<file path="config.mk">
export PLATFORM = sky130hd
export DESIGN_NAME = tdc_hit_calibrate_pair
export DESIGN_NICKNAME = d
export VERILOG_FILES = /design/src/rtl/core/thcp_pkg.sv /design/src/rtl/core/thcp_front.sv /design/src/rtl/core/thcp_queue.sv /design/src/rtl/core/thcp_back.sv /design/src/rtl/core/tdc_hit_calibrate_pair.sv
export SDC_FILE = /design/constraint.sdc
export NUM_CORES = 1
export LEC_CHECK = 0
export BUFFER_PORTS_ARGS = -buffer_cell sky130_fd_sc_hd__buf_2
export CORE_MARGIN = 1.5
export CORE_UTILIZATION = 50
export DETAILED_ROUTE_END_ITERATION = 7
export GPL_TIMING_DRIVEN = 0
export PLACE_DENSITY = 0.77
export SETUP_SLACK_MARGIN = 0.5
export SLEW_MARGIN = 0
export SYNTH_ARGS = -nofsm -noshare
export SYNTH_HDL_FRONTEND = slang
export SYNTH_SLANG_ARGS = --single-unit
</file>
<file path="constraint.sdc">
create_clock -name aclk -period 18.09 [get_ports aclk]
set_clock_uncertainty 0.2 [all_clocks]
set_input_delay 3.618 -clock aclk [delete_from_list [all_inputs] [get_ports aclk]]
set_output_delay 3.618 -clock aclk [all_outputs]
set_load 0.05 [all_outputs]
</file>
<file path="src/rtl/core/thcp_pkg.sv">
// Shared types and constants for the TDC hit calibrate/pair block.
// Used by thcp_front, thcp_queue, thcp_back and tdc_hit_calibrate_pair.
// No dependencies.
package thcp_pkg;

    localparam int DATA_W      = 32;
    localparam int RESULT_W    = 51;
    localparam int COARSE_W    = 15;
    localparam int FINE_W      = 9;
    localparam int GAIN_W      = 13;
    localparam int OFFSET_W    = 22;
    localparam int PRODUCT_W   = FINE_W + GAIN_W;
    localparam int PHASE_W     = 24;
    localparam int SCALED_W    = PHASE_W + FINE_W + 1;
    localparam int PERIOD_LOG2 = 20;
    localparam int TDC_COUNT   = 4;
    localparam int LEAD_COUNT  = 2;
    localparam int DIFF_W      = 7;
    localparam int CFG_INDEX_W = 4;
    localparam int CFG_DATA_W  = OFFSET_W;

    // default depth of the front-to-back queue
    localparam int QUEUE_DEPTH = 2;

    localparam logic [3:0]          HDR_CODE  = 4'h7;
    localparam logic [3:0]          TRL_CODE  = 4'hF;
    localparam logic [DATA_W-1:0]   KILL_WORD = 32'h666C_AFFE;
    localparam logic [DATA_W-1:0]   ROLL_WORD = 32'h5C5C_5C5C;

    localparam logic [GAIN_W-1:0]   GAIN_RESET   = 13'd2052;
    localparam logic [OFFSET_W-1:0] OFFSET_RESET = '0;

    localparam logic signed [PHASE_W-1:0]  PHASE_PERIOD = 24'sd1048576;
    localparam logic signed [SCALED_W-1:0] PHASE_HALF   = 34'sd524288;
    localparam logic [FINE_W-1:0]          FINE_MAX     = 9'd511;
    localparam logic [COARSE_W-1:0]        COARSE_MAX   = 15'h7FFF;

    localparam logic KIND_RAW = 1'b0;
    localparam logic KIND_HIT = 1'b1;

    // configuration register indexes
    localparam logic [CFG_INDEX_W-1:0] CFG_GAIN_TDC0   = 4'd0;
    localparam logic [CFG_INDEX_W-1:0] CFG_OFFSET_TDC0 = 4'd4;
    localparam logic [CFG_INDEX_W-1:0] CFG_END         = 4'd8;

    typedef struct packed {
        logic [DATA_W-1:0] data_word;
        logic              buffer_first;
    } in_item_t;

    typedef struct packed {
        logic                result_kind;
        logic [RESULT_W-1:0] result_word;
    } out_item_t;

    typedef struct packed {
        logic [DATA_W-1:0] word;
        logic              buffer_first;
        logic              is_hit;
    } queue_entry_t;

    typedef struct packed {
        logic full;
        logic empty;
    } queue_status_t;

    typedef logic [TDC_COUNT-1:0][GAIN_W-1:0]   gain_bank_t;
    typedef logic [TDC_COUNT-1:0][OFFSET_W-1:0] offset_bank_t;

endpackage

</file>
<file path="src/rtl/core/thcp_front.sv">
// Front end: accepts readout words, tracks spill framing, tags hits.
// Pushes classified words into thcp_queue. Depends on thcp_pkg.
module thcp_front (
    input  logic                    aclk,
    input  logic                    aresetn,
    input  logic                    s_valid,
    output logic                    s_ready,
    input  thcp_pkg::in_item_t      s_data,
    input  thcp_pkg::queue_status_t q_status,
    output logic                    push,
    output thcp_pkg::queue_entry_t  push_entry
);
    import thcp_pkg::*;

    logic       in_spill_reg, in_spill_next;
    logic       pass_next_reg, pass_next_next;
    logic       is_hit;
    logic [3:0] nibble;

    assign s_ready = !q_status.full;
    assign push    = s_valid && s_ready;
    assign nibble  = s_data.data_word[DATA_W-1 -: 4];

    always_comb begin
        in_spill_next  = in_spill_reg;
        pass_next_next = pass_next_reg;
        is_hit         = 1'b0;
        if (pass_next_reg) begin
            pass_next_next = 1'b0;
        end else if (!in_spill_reg) begin
            if (nibble == HDR_CODE) begin
                in_spill_next  = 1'b1;
                pass_next_next = 1'b1;
            end
        end else if (s_data.data_word == KILL_WORD) begin
            in_spill_next = 1'b0;
        end else if (nibble == TRL_CODE) begin
            in_spill_next  = 1'b0;
            pass_next_next = 1'b1;
        end else if (s_data.data_word != ROLL_WORD) begin
            is_hit = 1'b1;
        end
    end

    assign push_entry.word         = s_data.data_word;
    assign push_entry.buffer_first = s_data.buffer_first;
    assign push_entry.is_hit       = is_hit;

    always_ff @(posedge aclk) begin
        if (!aresetn) begin
            in_spill_reg  <= 1'b0;
            pass_next_reg <= 1'b0;
        end else if (push) begin
            in_spill_reg  <= in_spill_next;
            pass_next_reg <= pass_next_next;
        end
    end

endmodule

</file>
<file path="src/rtl/core/thcp_queue.sv">
// Short FIFO of classified words between front and back end.
// Register based, head visible combinationally. Depends on thcp_pkg.
module thcp_queue #(
    parameter int DEPTH = thcp_pkg::QUEUE_DEPTH
) (
    input  logic                    aclk,
    input  logic                    aresetn,
    input  logic                    push,
    input  thcp_pkg::queue_entry_t  push_entry,
    input  logic                    pop,
    output thcp_pkg::queue_entry_t  head_entry,
    output thcp_pkg::queue_status_t status
);
    import thcp_pkg::*;

    localparam int PTR_W = (DEPTH > 1) ? $clog2(DEPTH) : 1;
    localparam int CNT_W = $clog2(DEPTH + 1);

    queue_entry_t     entries_reg [DEPTH];
    logic [PTR_W-1:0] wr_ptr_reg, wr_ptr_next;
    logic [PTR_W-1:0] rd_ptr_reg, rd_ptr_next;
    logic [CNT_W-1:0] count_reg, count_next;

    assign status.full  = (count_reg == CNT_W'(DEPTH));
    assign status.empty = (count_reg == '0);
    assign head_entry   = entries_reg[rd_ptr_reg];

    always_comb begin
        wr_ptr_next = wr_ptr_reg;
        rd_ptr_next = rd_ptr_reg;
        count_next  = count_reg;
        if (push) begin
            wr_ptr_next = (wr_ptr_reg == PTR_W'(DEPTH - 1)) ? '0 : wr_ptr_reg + 1'b1;
        end
        if (pop) begin
            rd_ptr_next = (rd_ptr_reg == PTR_W'(DEPTH - 1)) ? '0 : rd_ptr_reg + 1'b1;
        end
        case ({push, pop})
            2'b10:   count_next = count_reg + 1'b1;
            2'b01:   count_next = count_reg - 1'b1;
            default: count_next = count_reg;
        endcase
    end

    always_ff @(posedge aclk) begin
        if (!aresetn) begin
            wr_ptr_reg <= '0;
            rd_ptr_reg <= '0;
            count_reg  <= '0;
        end else begin
            wr_ptr_reg <= wr_ptr_next;
            rd_ptr_reg <= rd_ptr_next;
            count_reg  <= count_next;
        end
    end

    always_ff @(posedge aclk) begin
        if (push) begin
            entries_reg[wr_ptr_reg] <= push_entry;
        end
    end

    a_count_bound: assert property (@(posedge aclk) disable iff (!aresetn)
        count_reg <= CNT_W'(DEPTH))
        else $error("queue count beyond depth");

    a_no_overflow: assert property (@(posedge aclk) disable iff (!aresetn)
        status.full && !pop |-> !push)
        else $error("push into full queue");

    a_no_underflow: assert property (@(posedge aclk) disable iff (!aresetn)
        status.empty |-> !pop)
        else $error("pop from empty queue");

endmodule

</file>
<file path="src/rtl/core/thcp_back.sv">
// Back end: calibrates hits, pairs trailing with leading edges, drives results.
// Stage A multiplies code by gain and adds offset, stage B adjusts and packs.
// Depends on thcp_pkg.
module thcp_back (
    input  logic                    aclk,
    input  logic                    aresetn,
    input  thcp_pkg::queue_status_t q_status,
    input  thcp_pkg::queue_entry_t  head_entry,
    output logic                    pop,
    input  thcp_pkg::gain_bank_t    gain_bank,
    input  thcp_pkg::offset_bank_t  offset_bank,
    output logic                    m_valid,
    input  logic                    m_ready,
    output thcp_pkg::out_item_t     m_data
);
    import thcp_pkg::*;

    // stage A
    logic                       a_valid_reg;
    logic [DATA_W-1:0]          a_word_reg;
    logic                       a_start_reg;
    logic                       a_hit_reg;
    logic signed [PHASE_W-1:0]  a_phase_reg;
    logic                       a_go;
    logic                       out_free;

    logic [1:0]                 q_tdc;
    logic [PRODUCT_W-1:0]       product;
    logic [OFFSET_W-1:0]        q_offset;
    logic signed [PHASE_W-1:0]  phase_load;

    // stage B
    logic [1:0]                 tdc;
    logic                       lead_idx;
    logic [COARSE_W-1:0]        coarse_raw, coarse_adj;
    logic signed [PHASE_W-1:0]  phase_adj;
    logic signed [SCALED_W-1:0] phase_ext, scaled;
    logic [FINE_W-1:0]          fine;
    logic                       lv_eff;
    logic [COARSE_W-1:0]        lc_eff;
    logic [FINE_W-1:0]          lf_eff;
    logic [COARSE_W:0]          diff_full;
    logic                       pair_ok;
    logic                       emit;
    logic [RESULT_W-1:0]        hit_word;

    logic [LEAD_COUNT-1:0]                lead_valid_reg, lead_valid_next;
    logic [LEAD_COUNT-1:0][COARSE_W-1:0]  lead_coarse_reg, lead_coarse_next;
    logic [LEAD_COUNT-1:0][FINE_W-1:0]    lead_fine_reg, lead_fine_next;

    logic      m_valid_reg, m_valid_next;
    out_item_t m_data_reg, m_data_next;

    assign out_free = !m_valid_reg || m_ready;
    assign a_go     = a_valid_reg && out_free;
    assign pop      = !q_status.empty && (!a_valid_reg || a_go);

    // stage A: phase = offset + code * gain
    assign q_tdc      = head_entry.word[25:24];
    assign q_offset   = offset_bank[q_tdc];
    assign product    = {{GAIN_W{1'b0}}, head_entry.word[FINE_W-1:0]}
                      * {{FINE_W{1'b0}}, gain_bank[q_tdc]};
    assign phase_load = $signed({2'b00, product})
                      + $signed({{(PHASE_W-OFFSET_W){q_offset[OFFSET_W-1]}}, q_offset});

    always_ff @(posedge aclk) begin
        if (!aresetn) begin
            a_valid_reg <= 1'b0;
        end else if (pop) begin
            a_valid_reg <= 1'b1;
        end else if (a_go) begin
            a_valid_reg <= 1'b0;
        end
    end

    always_ff @(posedge aclk) begin
        if (pop) begin
            a_word_reg  <= head_entry.word;
            a_start_reg <= head_entry.buffer_first;
            a_hit_reg   <= head_entry.is_hit;
            a_phase_reg <= phase_load;
        end
    end

    // stage B: one borrow or carry into coarse, then round to 511 steps
    assign tdc        = a_word_reg[25:24];
    assign lead_idx   = tdc[0];
    assign coarse_raw = a_word_reg[FINE_W +: COARSE_W];

    always_comb begin
        coarse_adj = coarse_raw;
        phase_adj  = a_phase_reg;
        if (a_phase_reg < 0) begin
            if (coarse_raw != '0) begin
                coarse_adj = coarse_raw - 1'b1;
                phase_adj  = a_phase_reg + PHASE_PERIOD;
            end else begin
                phase_adj = '0;
            end
        end else if (a_phase_reg > PHASE_PERIOD) begin
            if (coarse_raw != COARSE_MAX) begin
                coarse_adj = coarse_raw + 1'b1;
                phase_adj  = a_phase_reg - PHASE_PERIOD;
            end else begin
                phase_adj = PHASE_PERIOD;
            end
        end
    end

    // times 511 as (p << 9) - p
    assign phase_ext = {{(SCALED_W-PHASE_W){phase_adj[PHASE_W-1]}}, phase_adj};
    assign scaled    = (phase_ext <<< FINE_W) - phase_ext + PHASE_HALF;

    always_comb begin
        if (scaled[SCALED_W-1]) begin
            fine = '0;
        end else if (scaled[SCALED_W-1:PERIOD_LOG2]
                     > (SCALED_W-PERIOD_LOG2)'(FINE_MAX)) begin
            fine = FINE_MAX;
        end else begin
            fine = scaled[PERIOD_LOG2 +: FINE_W];
        end
    end

    // buffer start wipes the stored edges before this word is handled
    assign lv_eff = a_start_reg ? 1'b0 : lead_valid_reg[lead_idx];
    assign lc_eff = a_start_reg ? '0   : lead_coarse_reg[lead_idx];
    assign lf_eff = a_start_reg ? '0   : lead_fine_reg[lead_idx];

    // a negative difference counts as huge
    assign diff_full = {1'b0, coarse_adj} - {1'b0, lc_eff};
    assign pair_ok   = (diff_full[COARSE_W:DIFF_W] == '0);

    assign hit_word = (RESULT_W'(2'd2) << 48)
                    | (RESULT_W'(tdc) << 46)
                    | (RESULT_W'(diff_full[DIFF_W-1:0]) << 39)
                    | (RESULT_W'(fine) << 30)
                    | (RESULT_W'(a_word_reg[DATA_W-1:26]) << 24)
                    | (RESULT_W'(lead_idx) << 22)
                    | (RESULT_W'(lc_eff) << 9)
                    | RESULT_W'(lf_eff);

    assign emit = a_go && (!a_hit_reg || (tdc[1] && pair_ok && lv_eff));

    always_comb begin
        lead_valid_next  = lead_valid_reg;
        lead_coarse_next = lead_coarse_reg;
        lead_fine_next   = lead_fine_reg;
        if (a_go) begin
            if (a_start_reg) begin
                lead_valid_next  = '0;
                lead_coarse_next = '0;
                lead_fine_next   = '0;
            end
            if (a_hit_reg) begin
                if (!tdc[1]) begin
                    lead_valid_next[lead_idx]  = 1'b1;
                    lead_coarse_next[lead_idx] = coarse_adj;
                    lead_fine_next[lead_idx]   = fine;
                end else if (!pair_ok || lv_eff) begin
                    lead_valid_next[lead_idx] = 1'b0;
                end
            end
        end
    end

    always_comb begin
        m_valid_next = m_valid_reg;
        m_data_next  = m_data_reg;
        if (emit) begin
            m_valid_next = 1'b1;
            if (a_hit_reg) begin
                m_data_next.result_kind = KIND_HIT;
                m_data_next.result_word = hit_word;
            end else begin
                m_data_next.result_kind = KIND_RAW;
                m_data_next.result_word = RESULT_W'(a_word_reg);
            end
        end else if (m_ready) begin
            m_valid_next = 1'b0;
        end
    end

    always_ff @(posedge aclk) begin
        if (!aresetn) begin
            lead_valid_reg  <= '0;
            lead_coarse_reg <= '0;
            lead_fine_reg   <= '0;
            m_valid_reg     <= 1'b0;
        end else begin
            lead_valid_reg  <= lead_valid_next;
            lead_coarse_reg <= lead_coarse_next;
            lead_fine_reg   <= lead_fine_next;
            m_valid_reg     <= m_valid_next;
        end
    end

    always_ff @(posedge aclk) begin
        m_data_reg <= m_data_next;
    end

    assign m_valid = m_valid_reg;
    assign m_data  = m_data_reg;

    a_hit_marker: assert property (@(posedge aclk) disable iff (!aresetn)
        m_valid_reg && (m_data_reg.result_kind == KIND_HIT)
        |-> m_data_reg.result_word[49] && !m_data_reg.result_word[50]
            && m_data_reg.result_word[47])
        else $error("hit word without marker bits");

    a_raw_upper_zero: assert property (@(posedge aclk) disable iff (!aresetn)
        m_valid_reg && (m_data_reg.result_kind == KIND_RAW)
        |-> (m_data_reg.result_word[RESULT_W-1:DATA_W] == '0))
        else $error("raw word with upper bits set");

    a_stage_a_held: assert property (@(posedge aclk) disable iff (!aresetn)
        a_valid_reg && !out_free |=> a_valid_reg && $stable(a_word_reg))
        else $error("stage A item lost while output stalled");

endmodule

</file>
<file path="src/rtl/core/tdc_hit_calibrate_pair.sv">
// TDC hit calibrate/pair: top level with the configuration registers.
// Instantiates thcp_front, thcp_queue and thcp_back. Depends on thcp_pkg.
//
// Input channel s_*: one 32-bit readout word per request plus a buffer-start
// flag. Outside a spill words go out raw; a header opens the spill. Inside,
// kill, trailer and rollover words go out raw and hits are calibrated.
// Leading edges (TDC 0/1) are stored; a trailing edge (TDC 2/3) within 127
// coarse counts of its lead gives one packed 51-bit hit on m_*.
// Configuration channel cfg_*: index 0..3 gain of TDC 0..3, 4..7 offset of
// TDC 0..3; other indexes are ignored. cfg_ready is always high. Write only
// while the block is idle.
// Throughput: one word per cycle sustained while m_ready is high. On the way
// to m_valid: queue write at the s_* accepting edge, gain multiply and offset
// add into stage A, then coarse adjust, rounding and pairing into the output
// register. When m_ready is low a valid output register holds, the back end
// stops and the queue (QUEUE_DEPTH entries) fills before s_ready drops.
// Synchronous reset (aresetn low) clears spill state, stored edges, queue
// and output valid, and loads gains 2052 and offsets 0.
module tdc_hit_calibrate_pair #(
    parameter int QUEUE_DEPTH = thcp_pkg::QUEUE_DEPTH
) (
    input  logic                                  aclk,
    input  logic                                  aresetn,
    input  logic                                  s_valid,
    output logic                                  s_ready,
    input  thcp_pkg::in_item_t                    s_data,
    output logic                                  m_valid,
    input  logic                                  m_ready,
    output thcp_pkg::out_item_t                   m_data,
    input  logic                                  cfg_valid,
    output logic                                  cfg_ready,
    input  logic [thcp_pkg::CFG_INDEX_W-1:0]      cfg_index,
    input  logic [thcp_pkg::CFG_DATA_W-1:0]       cfg_data
);
    import thcp_pkg::*;

    gain_bank_t    gain_reg;
    offset_bank_t  offset_reg;
    logic          cfg_write;

    logic          push, pop;
    queue_entry_t  push_entry, head_entry;
    queue_status_t q_status;

    assign cfg_ready = 1'b1;
    assign cfg_write = cfg_valid && cfg_ready;

    always_ff @(posedge aclk) begin
        if (!aresetn) begin
            gain_reg   <= {TDC_COUNT{GAIN_RESET}};
            offset_reg <= {TDC_COUNT{OFFSET_RESET}};
        end else if (cfg_write) begin
            if (cfg_index < CFG_OFFSET_TDC0) begin
                gain_reg[cfg_index[1:0]] <= cfg_data[GAIN_W-1:0];
            end else if (cfg_index < CFG_END) begin
                offset_reg[cfg_index[1:0]] <= cfg_data[OFFSET_W-1:0];
            end
        end
    end

    thcp_front u_front (
        .aclk       (aclk),
        .aresetn    (aresetn),
        .s_valid    (s_valid),
        .s_ready    (s_ready),
        .s_data     (s_data),
        .q_status   (q_status),
        .push       (push),
        .push_entry (push_entry)
    );

    thcp_queue #(
        .DEPTH (QUEUE_DEPTH)
    ) u_queue (
        .aclk       (aclk),
        .aresetn    (aresetn),
        .push       (push),
        .push_entry (push_entry),
        .pop        (pop),
        .head_entry (head_entry),
        .status     (q_status)
    );

    thcp_back u_back (
        .aclk        (aclk),
        .aresetn     (aresetn),
        .q_status    (q_status),
        .head_entry  (head_entry),
        .pop         (pop),
        .gain_bank   (gain_reg),
        .offset_bank (offset_reg),
        .m_valid     (m_valid),
        .m_ready     (m_ready),
        .m_data      (m_data)
    );

endmodule
</file>
Word-level counts from Yosys, hierarchy flattened
Memory sizes are Yosys's and may differ from the RTL's. A register that Yosys moved wholly into a read port is not among the register bits.
Index checks and enable logic that the tools add are counted.

storage, ports and cells
  memories kept = 1
  output and inout bits = 55
  register bits = 308
  input bits = 64
  latch bits = 0
  ROM bits = 0
  logic and storage cells = 172
  bits in writable memories = 68

cells by class
  bitwise gates (word level) = 11
  multiply operators = 1
  $add $sub $neg = 12
  equality and inequality tests = 8
  div/mod/pow operators = 0
  reduce and logical (&&, ||, !) cells = 27
  magnitude comparators = 10
  muxes and demuxes = 75
  shift-type cells = 0

memory list
  memory               words  width  read ports  clocked after memory_dff  wr ports  line              RTL
  u_queue.entries_reg  2      34     1           1                         1         thcp_queue.sv:19  queue_entry_t entries_reg [DEPTH];

operators by type and width
  cell                                                     number
  two-way mux 15 bit                                       8
  two-way mux 30 bit                                       4
  two-way mux 24 bit                                       4
  bitwise mux 88 bit                                       1
  two-way mux 18 bit                                       4
  two-way mux 9 bit                                        6
  bitwise mux 52 bit                                       1
  two-way mux 52 bit                                       1
  OR 51 x 23 -> 51 bit                                     1
  OR 51 x 24 -> 51 bit                                     1
  OR 51 x 30 -> 51 bit                                     1
  OR 51 x 39 -> 51 bit                                     1
  OR 51 x 9 -> 51 bit                                      1
  OR 50 x 46 -> 50 bit                                     1
  binary-select mux 22 bit (select 2 bit)                  1
  demux 22 bit (select 2 bit)                              1
  two-way mux 22 bit                                       2
  adder 34 x 21 -> 34 bit, second input constant           1
  subtractor 33 x 24 -> 34 bit                             1
  == test 32 x 31 -> 1 bit, second input constant          1
  inequality test 32 x 31 -> 1 bit, second input constant  1
  bitwise mux 30 bit                                       1
  two-way mux 1 bit                                        27
  binary-select mux 13 bit (select 2 bit)                  1
  other kinds (45)                                         72

Depth between registers and ports, before layout
  word-level depth = 15
  gate-level depth with buffers = 37

By module
From an unflattened synthesis, not the netlist that was laid out.

second synthesis, totals
  cells, all modules = 2132
  area total of the unflattened synthesis = 22648.0 um^2

by module, submodules not included
  module                  area an instance (um^2)  seq. area each (um^2)  cells an instance  times used
  thcp_back               14320.0                  4284.1                 1442               1
  tdc_hit_calibrate_pair  5124.9                   2802.7                 492                1
  thcp_queue              2661.3                   2142.1                 128                1
  thcp_front              541.8                    40.0                   70                 1

Worst setup path before layout
No wires, ideal clock.

  kind = input -> register
  start = input port m_ready
  end = register u_queue.count_reg[1]
  data arrival time = 7.803 ns
  required time = 17.820 ns
  slack = 10.017 ns
  stages on the path = 5
  path buffers = 0
  path through = nor2b_1 > a21oi_1 > ha_1 > or3_1 > a21oi_1

on the way
  longest elaborated chain between the ends = 6
  elaborated cells between the ends (all ways) = 8

ends and longest elaborated chain
  what                                                                   line                          RTL
  start, declared                                                        tdc_hit_calibrate_pair.sv:28  input logic m_ready,
  logical OR 1 bit *                                                     thcp_back.sv:54               assign out_free = !m_valid_reg || m_ready;
  logical AND 1 bit *                                                    thcp_back.sv:55               assign a_go = a_valid_reg && out_free;
  logical OR 1 bit *                                                     thcp_back.sv:56               assign pop = !q_status.empty && (!a_valid_reg || a_go);
  logical AND 1 bit *                                                    thcp_back.sv:56
  net pop                                                                tdc_hit_calibrate_pair.sv:41  logic push, pop;
  == test 2 x 1 -> 1 bit or == test 2 bit (tied branches)                thcp_queue.sv:38              case ({push, pop})
  case mux 2 bit (2 select lines) or nonzero test 2 bit (tied branches)  n/a
  end signal, assigned                                                   thcp_queue.sv:53              count_reg <= count_next;
  end, declared                                                          thcp_queue.sv:22              logic [CNT_W-1:0] count_reg, count_next;

The timed path passes the listed nets; every way through them passes the cells marked *.
A chain may end at the register's enable or synchronous reset.

==> metrics.txt <==
outcome completed; Synth Area per Inst 9.06 sq um; number of synthesized flops with an enable pin 176; Routed Antenna Nets 0; Mapped Area 22600 sq um; Cell variety after synth 88; root buffer cell clkbuf_16; layout cells sized above 1 0.104; clock insertion delay at the later pin of the skew report 0.57 ns; leading post-synthesis cells by cell area edfxtp_1, dfxtp_1, nand2_1; min cycle time layout 9.87 ns; post-CTS resize count 0; IO Count 119; max frequency 101 MHz; Fin. Hold Viols 0; area leader, netlist edfxtp_1; Routed WL 60500 microns; Core Rows 77; final period utilization 0.546; most common cell after layout, fill and taps aside nand2_1; clock buffer count from CTS 41; Worst Path Arrival 9.96 ns; Sum Neg Setup Slack 0 ns; Final HPWL DP 46300 microns; GPL Wtd Cong 0.945; initial core utilization 0.508; Post-CTS Setup Bufs 0; per-cell routed wire length 18.5 microns; async set-reset flop share out of synthesis 0; flip-flop and latch count after synthesis 375; Slew Limit Fails 0; drt via density 5.74; hold slack 0.249 ns; Slew @ Worst Pin 1.22 ns; FF/Latch Area 9270 sq um; R2R Path End u_back.a_phase_reg[23]$_DFFE_PP_; antenna violations before repair 2; via count 18.8k; core area 44400 sq um; TritonCTS clock tree done; worst-path maximum fanout 10; Crit Path Category flop to flop; slowest CP cell mux2i_1; fillcell total 3827; worst min path class flop to flop; port bufs 102; Multi-input gate area 12200 sq um; critical path capture point type flop; Setup crit end u_back.a_phase_reg[23]$_DFFE_PP_; global-route wire length before repair 96600 microns; worst path required time 18.18 ns; First-pass DRT Iterations 5; # setup viols final 0; Max-Cap Viols 0; Die Ht 216 microns; GR Util All Layers 0.260; Worst path max stage delay 0.78 ns; H-tree levels 2; gr ovfl total 0; # DRC 0; RSZ-0062 raised after global routing false; die area 46400 sq um; initial drt markers 1620; ys flop type dfxtp_1; Synth-to-Final Area Change 12.2%; critical path launch point type flop; flop2flop setup slack 8.22 ns; Hold Buf Count CTS 0; number of buffers on the longest clock path 3; largest net degree at the start of global routing 36; vias in the first global route 18.4k; Seq/Total Area, Yosys 0.410; Gate Count Post-Synth 2493; top cell type's share of synthesized area 0.234; max reg flops 88; total clock sinks 375; Rel. slew slack 0.161; final net count 2922; DIE WIDTH 216 microns; reg2reg path depth 33; Clk pin slew, worst setup/hold paths 0.06 ns; most frequent cells in the layout nand2_1, dfxtp_1, a21oi_1, edfxtp_1, inv_1; Synth Warn # 0
## worst max-delay path, delay by kind of cell (launching register included)
| family | cells | cell delay, ns |
|---|---|---|
| compound gates | 11 | 2.48 |
| simple gates | 7 | 0.99 |
| fa+ha+maj | 6 | 2.68 |
| buf+inv | 6 | 1.69 |
| flops | 1 | 0.32 |
| mux | 1 | 0.78 |
| xor+xnor | 2 | 0.44 |
## cell type report
type,count,share of cell area
Multi-Input combinational cell,1825,0.480
Sequential cell,375,0.366
Clock buffer,62,0.0489
Tap cell,592,0.0292
Inverter,172,0.0255
Timing Repair Buffer,107,0.0247
Buffer,122,0.0210
Clock inverter,12,0.00430
Antenna cell,1,0.0000988
## cells by family (layout without fill, tap and decap cells)
kind of cell             after synthesis  count (layout)  synth area share
XOR/XNOR                              62              62            0.0240
multiplexers                          73              73            0.0350
adder cells (fa/ha/maj)              214             214             0.145
AND/OR/NAND/NOR                     1026            1026             0.204
AO/OA/AOI/OAI                        447             447             0.129
buffers and inverters                294             475            0.0522
flip-flops                           375             375             0.410
other                                  2               4          0.000333
## cells in the mapped netlist (13+ instances only)
cell / count
buf_1: 13
nand2_1: 573
a22oi_1: 17
nor3_1: 22
dfxtp_1: 199
nand3_1: 67
o21ai_0: 49
nand4_1: 22
nand2b_1: 18
a21o_1: 23
mux2i_1: 26
a21oi_1: 192
and3_1: 39
ha_1: 133
clkbuf_1: 86
fa_1: 81
nor2_1: 155
inv_1: 169
and2_1: 41
a31oi_1: 29
nor2b_1: 21
xnor2_1: 36
o21ai_1: 19
xor2_1: 26
edfxtp_1: 176
mux2_2: 47
buf_4: 16
## per-stage QoR
step | instance area (sq um) | util | setup WS, ns | cells
floorplan | 22600 | - | 10.02 | 2494
global placement | 23800 | 0.537 | 8.51 | 3188
detailed placement | 24000 | 0.540 | 8.38 | 3193
CTS | 25300 | 0.570 | 8.29 | 3267
global route | 25300 | 0.570 | 7.60 | 3267
finish | 25300 | 0.570 | 8.22 | 3268
## layer usage
layer	routed length [microns]	vias to the layer above	global-route usage
met5	0	-	0
met4	1490	0	0.0874
met3	4360	107	0.0359
met2	29400	787	0.446
met1	25300	8997	0.337
li1	-	8865	-
## worst min path at each step
stage	endpoint	start	slack, ns	cells after the start
2_1_floorplan	u_back.lead_fine_reg[0]$_SDFFE_PN0P_	u_back.lead_fine_reg[0]$_SDFFE_PN0P_	0.23	2
4_1_cts	u_back.lead_fine_reg[4]$_SDFFE_PN0P_	u_back.lead_fine_reg[4]$_SDFFE_PN0P_	0.25	2
6_report	u_back.lead_fine_reg[4]$_SDFFE_PN0P_	u_back.lead_fine_reg[4]$_SDFFE_PN0P_	0.25	2
5_1_grt	u_back.lead_fine_reg[4]$_SDFFE_PN0P_	u_back.lead_fine_reg[4]$_SDFFE_PN0P_	0.26	2
3_3_place_gp	u_back.lead_fine_reg[4]$_SDFFE_PN0P_	u_back.lead_fine_reg[4]$_SDFFE_PN0P_	0.23	2
3_5_place_dp	u_back.lead_fine_reg[5]$_SDFFE_PN0P_	u_back.lead_fine_reg[5]$_SDFFE_PN0P_	0.24	2
Power is left out: the tool's default activity adds up to more than one toggle a clock period on the data nets, which glitch-free logic cannot reach.
